==> config.mk <==
export PLATFORM = sky130hd
export DESIGN_NAME = world_to_screen_projection
export DESIGN_NICKNAME = d
export VERILOG_FILES = /design/src/hw/rtl/w2s_pkg.sv /design/src/hw/rtl/w2s_mac.sv /design/src/hw/rtl/w2s_div.sv /design/src/hw/rtl/world_to_screen_projection.sv
export SDC_FILE = /design/constraint.sdc
export NUM_CORES = 2
export LEC_CHECK = 0
export BUFFER_PORTS_ARGS = -buffer_cell sky130_fd_sc_hd__buf_4
export CORE_UTILIZATION = 65
export DETAILED_ROUTE_END_ITERATION = 16
export GPL_ROUTABILITY_DRIVEN = 0
export HOLD_SLACK_MARGIN = 0.05
export PLACE_DENSITY = 0.82
export SKIP_CTS_REPAIR_TIMING = 1
export SKIP_LAST_GASP = 1
export SYNTH_ARGS = -nofsm -noshare
export SYNTH_HDL_FRONTEND = slang
export SYNTH_SLANG_ARGS = --single-unit
==> constraint.sdc <==
create_clock -name clk -period 32.1 [get_ports clk]
set_input_delay 3.21 -clock clk [delete_from_list [all_inputs] [get_ports clk]]
set_output_delay 3.21 -clock clk [all_outputs]
set_load 0.01 [all_outputs]
==> src/hw/rtl/w2s_pkg.sv <==
// Shared constants, types and helper functions for the world-to-screen projection block.
package w2s_pkg;

  localparam int FRAC_BITS = 16;

  // Multiplier operand A: wide enough that a clamped ndc value still saturates the screen map.
  localparam int MA_W  = (FRAC_BITS + 15 > 33) ? FRAC_BITS + 15 : 33;
  localparam int PW    = MA_W + 32;
  localparam int ACC_W = PW + 2;

  // Divider: |row| << FRAC_BITS over a positive 31-bit w.
  localparam int DIV_W  = 32 + FRAC_BITS;
  localparam int QW     = DIV_W + 1;
  localparam int DCNT_W = $clog2(DIV_W + 1);

  localparam int CFG_W  = 14;
  localparam int HALF_W = CFG_W - 1;

  localparam logic [CFG_W-1:0] SW_RESET = 14'd1920;
  localparam logic [CFG_W-1:0] SH_RESET = 14'd1080;

  localparam logic REG_WIDTH  = 1'b0;
  localparam logic REG_HEIGHT = 1'b1;

  localparam logic CMD_LOAD = 1'b0;
  localparam logic CMD_PROJ = 1'b1;

  // 0.1 rounded up in fixed point
  localparam logic signed [31:0] W_MIN = 32'(((1 << FRAC_BITS) + 9) / 10);

  localparam logic signed [MA_W-1:0] MAC_ONE = {{(MA_W-1){1'b0}}, 1'b1} << FRAC_BITS;

  localparam logic signed [ACC_W-1:0] ACC_S32_MAX = {{(ACC_W-31){1'b0}}, {31{1'b1}}};
  localparam logic signed [ACC_W-1:0] ACC_S32_MIN = {{(ACC_W-31){1'b1}}, {31{1'b0}}};

  localparam logic signed [QW-1:0] Q_CL_MAX = {{(QW-MA_W+1){1'b0}}, {(MA_W-1){1'b1}}};
  localparam logic signed [QW-1:0] Q_CL_MIN = {{(QW-MA_W+1){1'b1}}, {(MA_W-1){1'b0}}};

  typedef struct packed {
    logic issue;
    logic init;   // first term of a sum: start from the init value
    logic shift;  // scale product down by FRAC_BITS (floor)
    logic last;   // last term of a sum: flag the result
  } mac_ctl_t;

  typedef struct packed {
    logic             start;
    logic             neg;
    logic [DIV_W-1:0] dividend;
    logic [30:0]      divisor;
  } div_req_t;

  function automatic logic signed [31:0] sat32(input logic signed [ACC_W-1:0] v);
    logic signed [31:0] r;
    if (v > ACC_S32_MAX) r = 32'sh7fff_ffff;
    else if (v < ACC_S32_MIN) r = 32'sh8000_0000;
    else r = v[31:0];
    return r;
  endfunction

  function automatic logic signed [MA_W-1:0] clamp_ndc(input logic signed [QW-1:0] q);
    logic signed [MA_W-1:0] r;
    if (q > Q_CL_MAX) r = Q_CL_MAX[MA_W-1:0];
    else if (q < Q_CL_MIN) r = Q_CL_MIN[MA_W-1:0];
    else r = q[MA_W-1:0];
    return r;
  endfunction

  function automatic logic signed [MA_W-1:0] sext_a(input logic signed [31:0] v);
    return {{(MA_W-32){v[31]}}, v};
  endfunction

endpackage

==> src/hw/rtl/w2s_mac.sv <==
// Shared multiply-accumulate unit: registered product, then shift and accumulate.
module w2s_mac (
  input  logic                           clk,
  input  logic                           rst,
  input  w2s_pkg::mac_ctl_t              ctl,
  input  logic signed [w2s_pkg::MA_W-1:0]  a,
  input  logic signed [31:0]             b,
  input  logic signed [w2s_pkg::ACC_W-1:0] init_val,
  output logic signed [w2s_pkg::ACC_W-1:0] acc,
  output logic                           res_valid
);
  import w2s_pkg::*;

  logic signed [PW-1:0]    prod;
  logic signed [ACC_W-1:0] init_r;
  mac_ctl_t                ctl_r;
  logic signed [ACC_W-1:0] prod_ext;
  logic signed [ACC_W-1:0] term;
  logic signed [ACC_W-1:0] base;

  always_ff @(posedge clk) begin
    if (rst) begin
      ctl_r <= '0;
    end else begin
      ctl_r <= ctl;
    end
  end

  always_ff @(posedge clk) begin
    if (ctl.issue) begin
      prod   <= a * b;
      init_r <= init_val;
    end
  end

  assign prod_ext = {{(ACC_W-PW){prod[PW-1]}}, prod};
  assign term     = ctl_r.shift ? (prod_ext >>> FRAC_BITS) : prod_ext;
  assign base     = ctl_r.init ? init_r : acc;

  always_ff @(posedge clk) begin
    if (ctl_r.issue) begin
      acc <= base + term;
    end
  end

  always_ff @(posedge clk) begin
    if (rst) begin
      res_valid <= 1'b0;
    end else begin
      res_valid <= ctl_r.issue & ctl_r.last;
    end
  end

endmodule

==> src/hw/rtl/w2s_div.sv <==
// Restoring divider, one quotient bit per cycle, signed result from magnitude and sign.
module w2s_div (
  input  logic                          clk,
  input  logic                          rst,
  input  w2s_pkg::div_req_t             req,
  output logic                          done,
  output logic signed [w2s_pkg::QW-1:0] quotient
);
  import w2s_pkg::*;

  logic              busy;
  logic [DCNT_W-1:0] cnt;
  logic [DIV_W-1:0]  dq;
  logic [30:0]       rem;
  logic [30:0]       dvs;
  logic              neg;
  logic [31:0]       rem_sh;
  logic              ge;
  logic [31:0]       diff;
  logic [QW-1:0]     mag;

  assign rem_sh = {rem, dq[DIV_W-1]};
  assign ge     = (rem_sh >= {1'b0, dvs});
  assign diff   = rem_sh - {1'b0, dvs};

  always_ff @(posedge clk) begin
    if (rst) begin
      busy <= 1'b0;
      done <= 1'b0;
    end else begin
      done <= 1'b0;
      if (busy) begin
        if (cnt == '0) begin
          busy <= 1'b0;
          done <= 1'b1;
        end
      end else if (req.start) begin
        busy <= 1'b1;
      end
    end
  end

  always_ff @(posedge clk) begin
    if (!busy && req.start) begin
      cnt <= DCNT_W'(DIV_W - 1);
      dq  <= req.dividend;
      rem <= '0;
      dvs <= req.divisor;
      neg <= req.neg;
    end else if (busy) begin
      cnt <= cnt - 1'b1;
      dq  <= {dq[DIV_W-2:0], ge};
      rem <= ge ? diff[30:0] : rem_sh[30:0];
    end
  end

  assign mag      = {1'b0, dq};
  assign quotient = neg ? -$signed(mag) : $signed(mag);

endmodule

==> src/hw/rtl/world_to_screen_projection.sv <==
// Perspective projection top level: matrix store, sequencer, shared MAC and divider.
//
// Each transaction either loads one coefficient of the 4x4 row-major view matrix
// (cmd 0, no result) or projects a point (cmd 1, one result). A point is worked
// on one at a time: nine products and three constant terms go through the shared
// multiply-accumulate unit, then x and y are divided by w one after the other in
// a restoring divider that retires one quotient bit per cycle, then two more MAC
// passes map the result to the viewport. A point with w below 0.1 is not divided
// and returns with zero coordinates. The divider sets the pace. The result sits
// in an output register, so the next transaction is taken while it waits; a second
// result waits in the done state until the first is read.
// screen_width and screen_height may be written through cfg_* only while idle.
module world_to_screen_projection (
  input  logic                      clk,
  input  logic                      rst,
  input  logic                      cfg_we,
  input  logic                      cfg_index,
  input  logic [w2s_pkg::CFG_W-1:0] cfg_data,
  input  logic                      in_valid,
  output logic                      in_ready,
  input  logic                      cmd,
  input  logic [3:0]                coef_index,
  input  logic signed [31:0]        coef_value,
  input  logic signed [31:0]        pos_x,
  input  logic signed [31:0]        pos_y,
  input  logic signed [31:0]        pos_z,
  output logic                      out_valid,
  input  logic                      out_ready,
  output logic                      visible,
  output logic signed [31:0]        screen_x,
  output logic signed [31:0]        screen_y
);
  import w2s_pkg::*;

  typedef enum logic [8:0] {
    ST_IDLE = 9'b000000001,
    ST_DOT  = 9'b000000010,
    ST_DOTW = 9'b000000100,
    ST_DIVX = 9'b000001000,
    ST_DIVY = 9'b000010000,
    ST_MAPX = 9'b000100000,
    ST_MAPY = 9'b001000000,
    ST_MAPW = 9'b010000000,
    ST_DONE = 9'b100000000
  } state_t;

  state_t state;

  logic [CFG_W-1:0]   sw;
  logic [CFG_W-1:0]   sh;
  logic signed [31:0] vm [16];

  logic signed [31:0] px, py, pz;
  logic signed [31:0] cx, cy, cw;
  logic signed [31:0] sx, sy;
  logic signed [MA_W-1:0] nx, ny;
  logic               vis;
  logic [3:0]         cnt;
  logic [1:0]         rcnt;

  logic [1:0]         col;
  logic [1:0]         rsel;
  logic [HALF_W-1:0]  hw, hh;
  logic signed [31:0] sc_x, sc_y;
  logic signed [ACC_W-1:0] init_x, init_y;

  mac_ctl_t           mctl;
  logic signed [MA_W-1:0]  ma;
  logic signed [31:0]      mb;
  logic signed [ACC_W-1:0] minit;
  logic signed [ACC_W-1:0] mac_acc;
  logic               mac_res_valid;
  logic signed [31:0] mac_sat;

  div_req_t           dreq;
  logic signed [31:0] dsrc;
  logic [31:0]        dmag;
  logic               div_done;
  logic signed [QW-1:0] div_q;

  logic               accept;
  logic               w_ok;
  logic               out_load;

  assign in_ready = (state == ST_IDLE) && !rst;
  assign accept   = in_valid & in_ready;
  assign w_ok     = (cw >= W_MIN);
  assign out_load = (state == ST_DONE) && (!out_valid || out_ready);

  // Rows 0, 1 and 3; row 2 is skipped.
  assign col  = cnt[1:0];
  assign rsel = (cnt[3:2] == 2'd2) ? 2'd3 : cnt[3:2];

  assign hw     = sw[CFG_W-1:1];
  assign hh     = sh[CFG_W-1:1];
  assign sc_x   = $signed({{(32-HALF_W){1'b0}}, hw}) + 32'sd1;
  assign sc_y   = 32'sd1 - $signed({{(32-HALF_W){1'b0}}, hh});
  assign init_x = $signed({{(ACC_W-HALF_W){1'b0}}, hw} << FRAC_BITS);
  assign init_y = $signed({{(ACC_W-HALF_W){1'b0}}, hh} << FRAC_BITS);

  always_ff @(posedge clk) begin
    if (rst) begin
      sw <= SW_RESET;
      sh <= SH_RESET;
    end else if (cfg_we) begin
      unique case (cfg_index)
        REG_WIDTH:  sw <= cfg_data;
        REG_HEIGHT: sh <= cfg_data;
        default:    sw <= cfg_data;
      endcase
    end
  end

  always_ff @(posedge clk) begin
    if (rst) begin
      for (int i = 0; i < 16; i++) vm[i] <= '0;
    end else if (accept && cmd == CMD_LOAD) begin
      vm[coef_index] <= coef_value;
    end
  end

  // MAC operand selection
  always_comb begin
    mctl  = '0;
    ma    = '0;
    mb    = '0;
    minit = '0;
    if (state == ST_DOT) begin
      mctl.issue = 1'b1;
      mctl.init  = (col == 2'd0);
      mctl.shift = 1'b1;
      mctl.last  = (col == 2'd3);
      mb         = vm[{rsel, col}];
      unique case (col)
        2'd0:    ma = sext_a(px);
        2'd1:    ma = sext_a(py);
        2'd2:    ma = sext_a(pz);
        default: ma = MAC_ONE;  // constant column
      endcase
    end else if (state == ST_MAPX) begin
      mctl  = '{issue: 1'b1, init: 1'b1, shift: 1'b0, last: 1'b1};
      ma    = nx;
      mb    = sc_x;
      minit = init_x;
    end else if (state == ST_MAPY) begin
      mctl  = '{issue: 1'b1, init: 1'b1, shift: 1'b0, last: 1'b1};
      ma    = ny;
      mb    = sc_y;
      minit = init_y;
    end
  end

  w2s_mac u_mac (
    .clk       (clk),
    .rst       (rst),
    .ctl       (mctl),
    .a         (ma),
    .b         (mb),
    .init_val  (minit),
    .acc       (mac_acc),
    .res_valid (mac_res_valid)
  );

  assign mac_sat = sat32(mac_acc);

  // Divider request: x first out of DOTW, y right after x finishes.
  assign dsrc           = (state == ST_DOTW) ? cx : cy;
  assign dmag           = dsrc[31] ? (~dsrc + 32'd1) : dsrc;
  assign dreq.start     = ((state == ST_DOTW) && (rcnt == 2'd3) && w_ok)
                       || ((state == ST_DIVX) && div_done);
  assign dreq.neg       = dsrc[31];
  assign dreq.dividend  = {dmag, {FRAC_BITS{1'b0}}};
  assign dreq.divisor   = cw[30:0];

  w2s_div u_div (
    .clk      (clk),
    .rst      (rst),
    .req      (dreq),
    .done     (div_done),
    .quotient (div_q)
  );

  // Result capture from the MAC
  always_ff @(posedge clk) begin
    if (mac_res_valid) begin
      if (state == ST_DOT || state == ST_DOTW) begin
        unique case (rcnt)
          2'd0:    cx <= mac_sat;
          2'd1:    cy <= mac_sat;
          default: cw <= mac_sat;
        endcase
      end else begin
        if (rcnt == 2'd0) sx <= mac_sat;
        else sy <= mac_sat;
      end
    end
  end

  always_ff @(posedge clk) begin
    if (accept) begin
      px <= pos_x;
      py <= pos_y;
      pz <= pos_z;
    end
    if (state == ST_DIVX && div_done) nx <= clamp_ndc(div_q);
    if (state == ST_DIVY && div_done) ny <= clamp_ndc(div_q);
  end

  // Sequencer
  always_ff @(posedge clk) begin
    if (rst) begin
      state <= ST_IDLE;
      cnt   <= '0;
      rcnt  <= '0;
      vis   <= 1'b0;
    end else begin
      if (mac_res_valid) rcnt <= rcnt + 2'd1;
      unique case (state)
        ST_IDLE: begin
          if (accept && cmd == CMD_PROJ) begin
            cnt   <= '0;
            rcnt  <= '0;
            state <= ST_DOT;
          end
        end
        ST_DOT: begin
          cnt <= cnt + 4'd1;
          if (cnt == 4'd11) state <= ST_DOTW;
        end
        ST_DOTW: begin
          if (rcnt == 2'd3) begin
            vis   <= w_ok;
            state <= w_ok ? ST_DIVX : ST_DONE;
          end
        end
        ST_DIVX: begin
          if (div_done) state <= ST_DIVY;
        end
        ST_DIVY: begin
          if (div_done) begin
            rcnt  <= '0;
            state <= ST_MAPX;
          end
        end
        ST_MAPX: state <= ST_MAPY;
        ST_MAPY: state <= ST_MAPW;
        ST_MAPW: begin
          if (rcnt == 2'd2) state <= ST_DONE;
        end
        ST_DONE: begin
          if (out_load) state <= ST_IDLE;
        end
        default: state <= ST_IDLE;
      endcase
    end
  end

  // Output register
  always_ff @(posedge clk) begin
    if (rst) begin
      out_valid <= 1'b0;
    end else if (out_load) begin
      out_valid <= 1'b1;
    end else if (out_ready) begin
      out_valid <= 1'b0;
    end
  end

  always_ff @(posedge clk) begin
    if (out_load) begin
      visible  <= vis;
      screen_x <= vis ? sx : 32'sd0;
      screen_y <= vis ? sy : 32'sd0;
    end
  end

`ifndef SYNTHESIS
  a_mac_in_work: assert property (@(posedge clk) disable iff (rst)
    mac_res_valid |-> (state != ST_IDLE && state != ST_DONE))
    else $error("MAC result outside of a point transaction");

  a_div_in_work: assert property (@(posedge clk) disable iff (rst)
    div_done |-> (state == ST_DIVX || state == ST_DIVY))
    else $error("divider finished outside the divide states");

  a_hidden_zero: assert property (@(posedge clk) disable iff (rst)
    (out_valid && !visible) |-> (screen_x == 32'sd0 && screen_y == 32'sd0))
    else $error("hidden point with nonzero coordinates");

  a_out_from_done: assert property (@(posedge clk) disable iff (rst)
    $rose(out_valid) |-> $past(state == ST_DONE))
    else $error("result raised outside the done state");
`endif

endmodule
==> impl_metrics.prom <==
# TYPE chip_impl_metric gauge
chip_impl_info{name="status",value="complete, but fails checks"} 1
chip_impl_info{name="failed_checks",value="slew limit"} 1
chip_impl_metric{name="reg2reg_setup_slack",unit="ns"} 19.38
chip_impl_metric{name="total_power",unit="uW"} 2990
chip_impl_info{name="critPathKind",value="flop to flop"} 1
chip_impl_metric{name="grt_pass1_wl",unit="um"} 386000
chip_impl_info{name="ys.flop_type",value="edfxtp_1"} 1
chip_impl_metric{name="max-slew-margin-rel",unit=""} -0.0644
chip_impl_metric{name="placement.setup.worst_slack",unit="ns"} 19.66
chip_impl_metric{name="first_global_vias",unit=""} 66941
chip_impl_metric{name="die_area",unit="sq um"} 138000
chip_impl_metric{name="floorplan.core_area",unit="sq um"} 134000
chip_impl_metric{name="clk_latency",unit="ns"} 0.80
chip_impl_info{name="routed.top_layer",value="met5"} 1
chip_impl_metric{name="fmax",unit="GHz"} 0.0786
chip_impl_metric{name="initial_core_util",unit=""} 0.659
chip_impl_info{name="worst_setup_path_end_kind",value="flop"} 1
chip_impl_metric{name="cts-buffers-inserted",unit=""} 109
chip_impl_metric{name="number_of_placement_rows",unit=""} 134
chip_impl_metric{name="clock_tree.buffer_depth",unit=""} 3
chip_impl_metric{name="remaining_drc_errors",unit=""} 0
chip_impl_metric{name="grt.overflow.total",unit=""} 0
chip_impl_metric{name="ff2ff_path_depth",unit=""} 31
chip_impl_metric{name="sequentialPowerShare",unit=""} 0.523
chip_impl_metric{name="flow.area_growth_from_synthesis",unit="%"} 8.27
chip_impl_metric{name="setup_tns",unit="ns"} 0
chip_impl_metric{name="total_half_perimeter_wirelength_after_legalization_and_detailed_placement",unit="um"} 178000
chip_impl_info{name="timing.rr.end",value="u_mac.prod[59]"} 1
chip_impl_info{name="crit_path_frequent_cell",value="fa_1"} 1
chip_impl_metric{name="detail-route-antenna-nets",unit=""} 0
chip_impl_metric{name="pin_count_of_the_biggest_net_entering_global_routing",unit=""} 83
chip_impl_metric{name="vias_per_cell",unit=""} 6.39
chip_impl_metric{name="power.density_cell_area",unit="nW/um^2"} 31.2
chip_impl_metric{name="route.layer.met1.wl",unit="um"} 85700
chip_impl_metric{name="final_setup_violations",unit=""} 0
chip_impl_info{name="hp-class",value="flop to flop"} 1
chip_impl_metric{name="clock-sinks",unit=""} 1083
chip_impl_metric{name="timing_hold_violations_final",unit=""} 0
chip_impl_info{name="reg2reg_from",value="state[0]"} 1
chip_impl_metric{name="p_sw",unit="uW"} 649
chip_impl_info{name="setup.worst_path.end",value="u_mac.prod[59]"} 1
chip_impl_metric{name="layout_min_cycle_time",unit="ns"} 12.72
chip_impl_metric{name="syn_area_per_cell",unit="sq um"} 10.9
chip_impl_metric{name="via_count",unit=""} 64085
chip_impl_info{name="most_used_cells_in_the_layout_excluding_fill_and_tap_cells",value="inv_1 (1231), fa_1 (1114), edfxtp_1 (980)"} 1
chip_impl_info{name="final_common_cell",value="inv_1"} 1
chip_impl_metric{name="grt_usage",unit=""} 0.377
chip_impl_metric{name="mappedNetlistNets",unit=""} 9709
chip_impl_metric{name="syn_inst",unit=""} 8145
chip_impl_metric{name="worst_path_largest_cell_delay",unit="ns"} 1.26
chip_impl_metric{name="finalCoreUtilization",unit=""} 0.714
chip_impl_metric{name="required_time_at_the_endpoint_of_the_critical_path",unit="ns"} 32.54
chip_impl_metric{name="detail_route.wl_per_cell",unit="um"} 25.2
chip_impl_info{name="setup.worst_path.start",value="state[0]"} 1
chip_impl_metric{name="setup_slack",unit="ns"} 19.38
chip_impl_metric{name="power.switching_fraction",unit=""} 0.217
chip_impl_metric{name="final_layout_size_suffix_gt1_frac",unit=""} 0.104
chip_impl_metric{name="ys_seq_area_frac",unit=""} 0.356
chip_impl_metric{name="critPathMaxFanout",unit=""} 29
chip_impl_metric{name="total_leakage_power",unit="uW"} 0.0401
chip_impl_info{name="worstSetupStartpointType",value="flop"} 1
chip_impl_metric{name="die_y",unit="um"} 371
chip_impl_info{name="tritoncts",value="built"} 1
chip_impl_metric{name="met3_wirelength",unit="um"} 35400
chip_impl_metric{name="mapped_cell_area",unit="sq um"} 88400
chip_impl_metric{name="clk_transition_reported_paths",unit="ns"} 0.06
chip_impl_info{name="clock_tree.root_cell",value="clkbuf_16"} 1
chip_impl_metric{name="power_report.internal_total",unit="uW"} 2340
chip_impl_metric{name="ioPinCount",unit=""} 220
chip_impl_metric{name="drv_slew",unit=""} 17
chip_impl_metric{name="count_of_warnings_emitted_by_yosys",unit=""} 0
chip_impl_metric{name="timing.critical_path.arrival",unit="ns"} 13.16
chip_impl_metric{name="peakVddDrop",unit="V"} 0.0000589
chip_impl_metric{name="wl",unit="um"} 253000
chip_impl_metric{name="maxCapViolCount",unit=""} 0
chip_impl_metric{name="drt_iter0_drc",unit=""} 8095
chip_impl_metric{name="asyncSetResetFlopFracSynth",unit=""} 0
chip_impl_metric{name="grt_antenna_before_repair",unit=""} 12
chip_impl_metric{name="max_slew.worst_pin.slew",unit="ns"} 1.60
chip_impl_metric{name="netlist-cell-type-count",unit=""} 92
chip_impl_metric{name="port_buffers",unit=""} 218
chip_impl_metric{name="share_clk_of_total_power",unit=""} 0.444
chip_impl_metric{name="ys_ff_latch",unit=""} 1083
chip_impl_metric{name="final_nets",unit=""} 9728
chip_impl_metric{name="synth-edff-count",unit=""} 980
chip_impl_metric{name="hold-path-cell-count",unit=""} 2
chip_impl_info{name="critical-path-slowest-cell",value="fa_1"} 1
chip_impl_metric{name="min_period_over_period",unit=""} 0.396
chip_impl_metric{name="firstDrtPassIters",unit=""} 9
chip_impl_metric{name="cts_max_level",unit=""} 3
chip_impl_metric{name="share_comb_of_total_power",unit=""} 0.033
chip_impl_metric{name="clock_skew",unit="ns"} 0.133
chip_impl_metric{name="fp.dieW",unit="um"} 371
chip_impl_metric{name="met2_wirelength",unit="um"} 112000
chip_impl_info{name="grt_setup_unrepaired",value="no"} 1
## critical path: cells and delay by family, from the launching register on
| family | cells | cell delay [ns] |
|---|---|---|
| flops | 1 | 0.36 |
| simple gates | 5 | 1.73 |
| fa+ha+maj | 9 | 5.30 |
| mux | 1 | 0.11 |
| buf+inv | 6 | 1.71 |
| compound gates | 10 | 3.14 |
## sequential cells by signal (all words and copies together) (netlist names), 33 cells and up
name	count
nx	33
ny	33
u_mac.prod	65
u_div.dq	48
vm	384
u_mac.acc	67
## layer usage
layer  up-vias  track usage
met4         8        0.241
met1     31540        0.462
met5         -      0.00699
met2      4615        0.575
met3      1241        0.127
li1      26681            -
## worst min path at each step
stage                       to  slack, ns            from
6_report       u_mac.res_valid       0.42  u_mac.ctl_r[0]
5_1_grt        u_mac.res_valid       0.44  u_mac.ctl_r[0]
4_1_cts        u_mac.res_valid       0.42  u_mac.ctl_r[0]
3_5_place_dp   u_mac.res_valid       0.41  u_mac.ctl_r[0]
3_3_place_gp   u_mac.res_valid       0.40  u_mac.ctl_r[0]
2_1_floorplan  u_mac.res_valid       0.40  u_mac.ctl_r[0]
## cells in the mapped netlist, types with 10 or more instances
master / count / area share
inv_1: 1233 / 0.052
fa_1: 1114 / 0.25
edfxtp_1: 980 / 0.33
nand2_1: 844 / 0.036
nor2_1: 651 / 0.028
and2_1: 491 / 0.035
clkbuf_1: 401 / 0.017
ha_1: 297 / 0.042
a21oi_1: 219 / 0.012
o21ai_0: 216 / 0.012
xnor2_1: 134 / 0.013
xor2_1: 127 / 0.013
dfxtp_1: 103 / 0.023
nand2b_1: 102 / 0.0072
mux4_2: 96 / 0.024
a21o_1: 87 / 0.0074
nor2b_1: 86 / 0.0061
mux2_2: 82 / 0.010
mux2i_1: 69 / 0.0078
nor3_1: 55 / 0.0031
nand3_1: 53 / 0.0030
nand4_1: 52 / 0.0037
o31ai_1: 38 / 0.0032
a221oi_1: 36 / 0.0036
a22o_1: 36 / 0.0036
a221o_1: 32 / 0.0036
a222oi_1: 31 / 0.0035
buf_1: 31 / 0.0013
nor4_1: 31 / 0.0022
o21ai_2: 31 / 0.0031
and3_1: 29 / 0.0021
o21a_1: 29 / 0.0025
a31oi_1: 28 / 0.0020
o21bai_1: 26 / 0.0022
or2_2: 25 / 0.0018
nand3b_1: 23 / 0.0020
o41ai_1: 15 / 0.0015
or4_1: 15 / 0.0013
or3_1: 14 / 0.00099
a211oi_1: 12 / 0.0010
buf_2: 12 / 0.00068
a32oi_1: 10 / 0.00099
o211ai_1: 10 / 0.00085
## cell families after synthesis
| family | share of synthesized area |
|---|---|
| AND/OR/NAND/NOR | 0.135 |
| buffers and inverters | 0.0727 |
| adder cells (fa/ha/maj) | 0.294 |
| flip-flops | 0.356 |
| AO/OA/AOI/OAI | 0.0734 |
| XOR/XNOR | 0.0259 |
| multiplexers | 0.0427 |
## metrics by stage
| step | std cells | cell area [sq um] | hold slack, ns |
|---|---|---|---|
| 2_1_floorplan | 8145 | 88400 | 0.395 |
| 3_3_place_gp | 9820 | 92000 | 0.398 |
| 3_5_place_dp | 9820 | 92000 | 0.405 |
| 4_1_cts | 10024 | 95700 | 0.420 |
| 5_1_grt | 10026 | 95700 | 0.442 |
| 6_report | 10036 | 95700 | 0.420 |
## area by class of cell
type	instances	area (sq um)
multi-input cells	5375	51000
fillers	8920	38400
flip-flops and latches	1083	31500
inverters	1235	4640
clock buffers	141	2930
repair buffers	360	2700
well taps	1768	2210
clock inverters	63	761
diodes	11	27.5
## power by group through the flow
| stage | registers [uW] | clock network, uW | logic (uW) |
|---|---|---|---|
| floorplan | 1590 | 0 | 49.6 |
| global placement | 1590 | 0 | 93.5 |
| detailed placement | 1590 | 0 | 96.1 |
| CTS | 1560 | 1330 | 96.8 |
| finish | 1560 | 1330 | 99.9 |
| global route | 1560 | 1380 | 104 |
No activity file was read; power rests on OpenSTA's default activity.
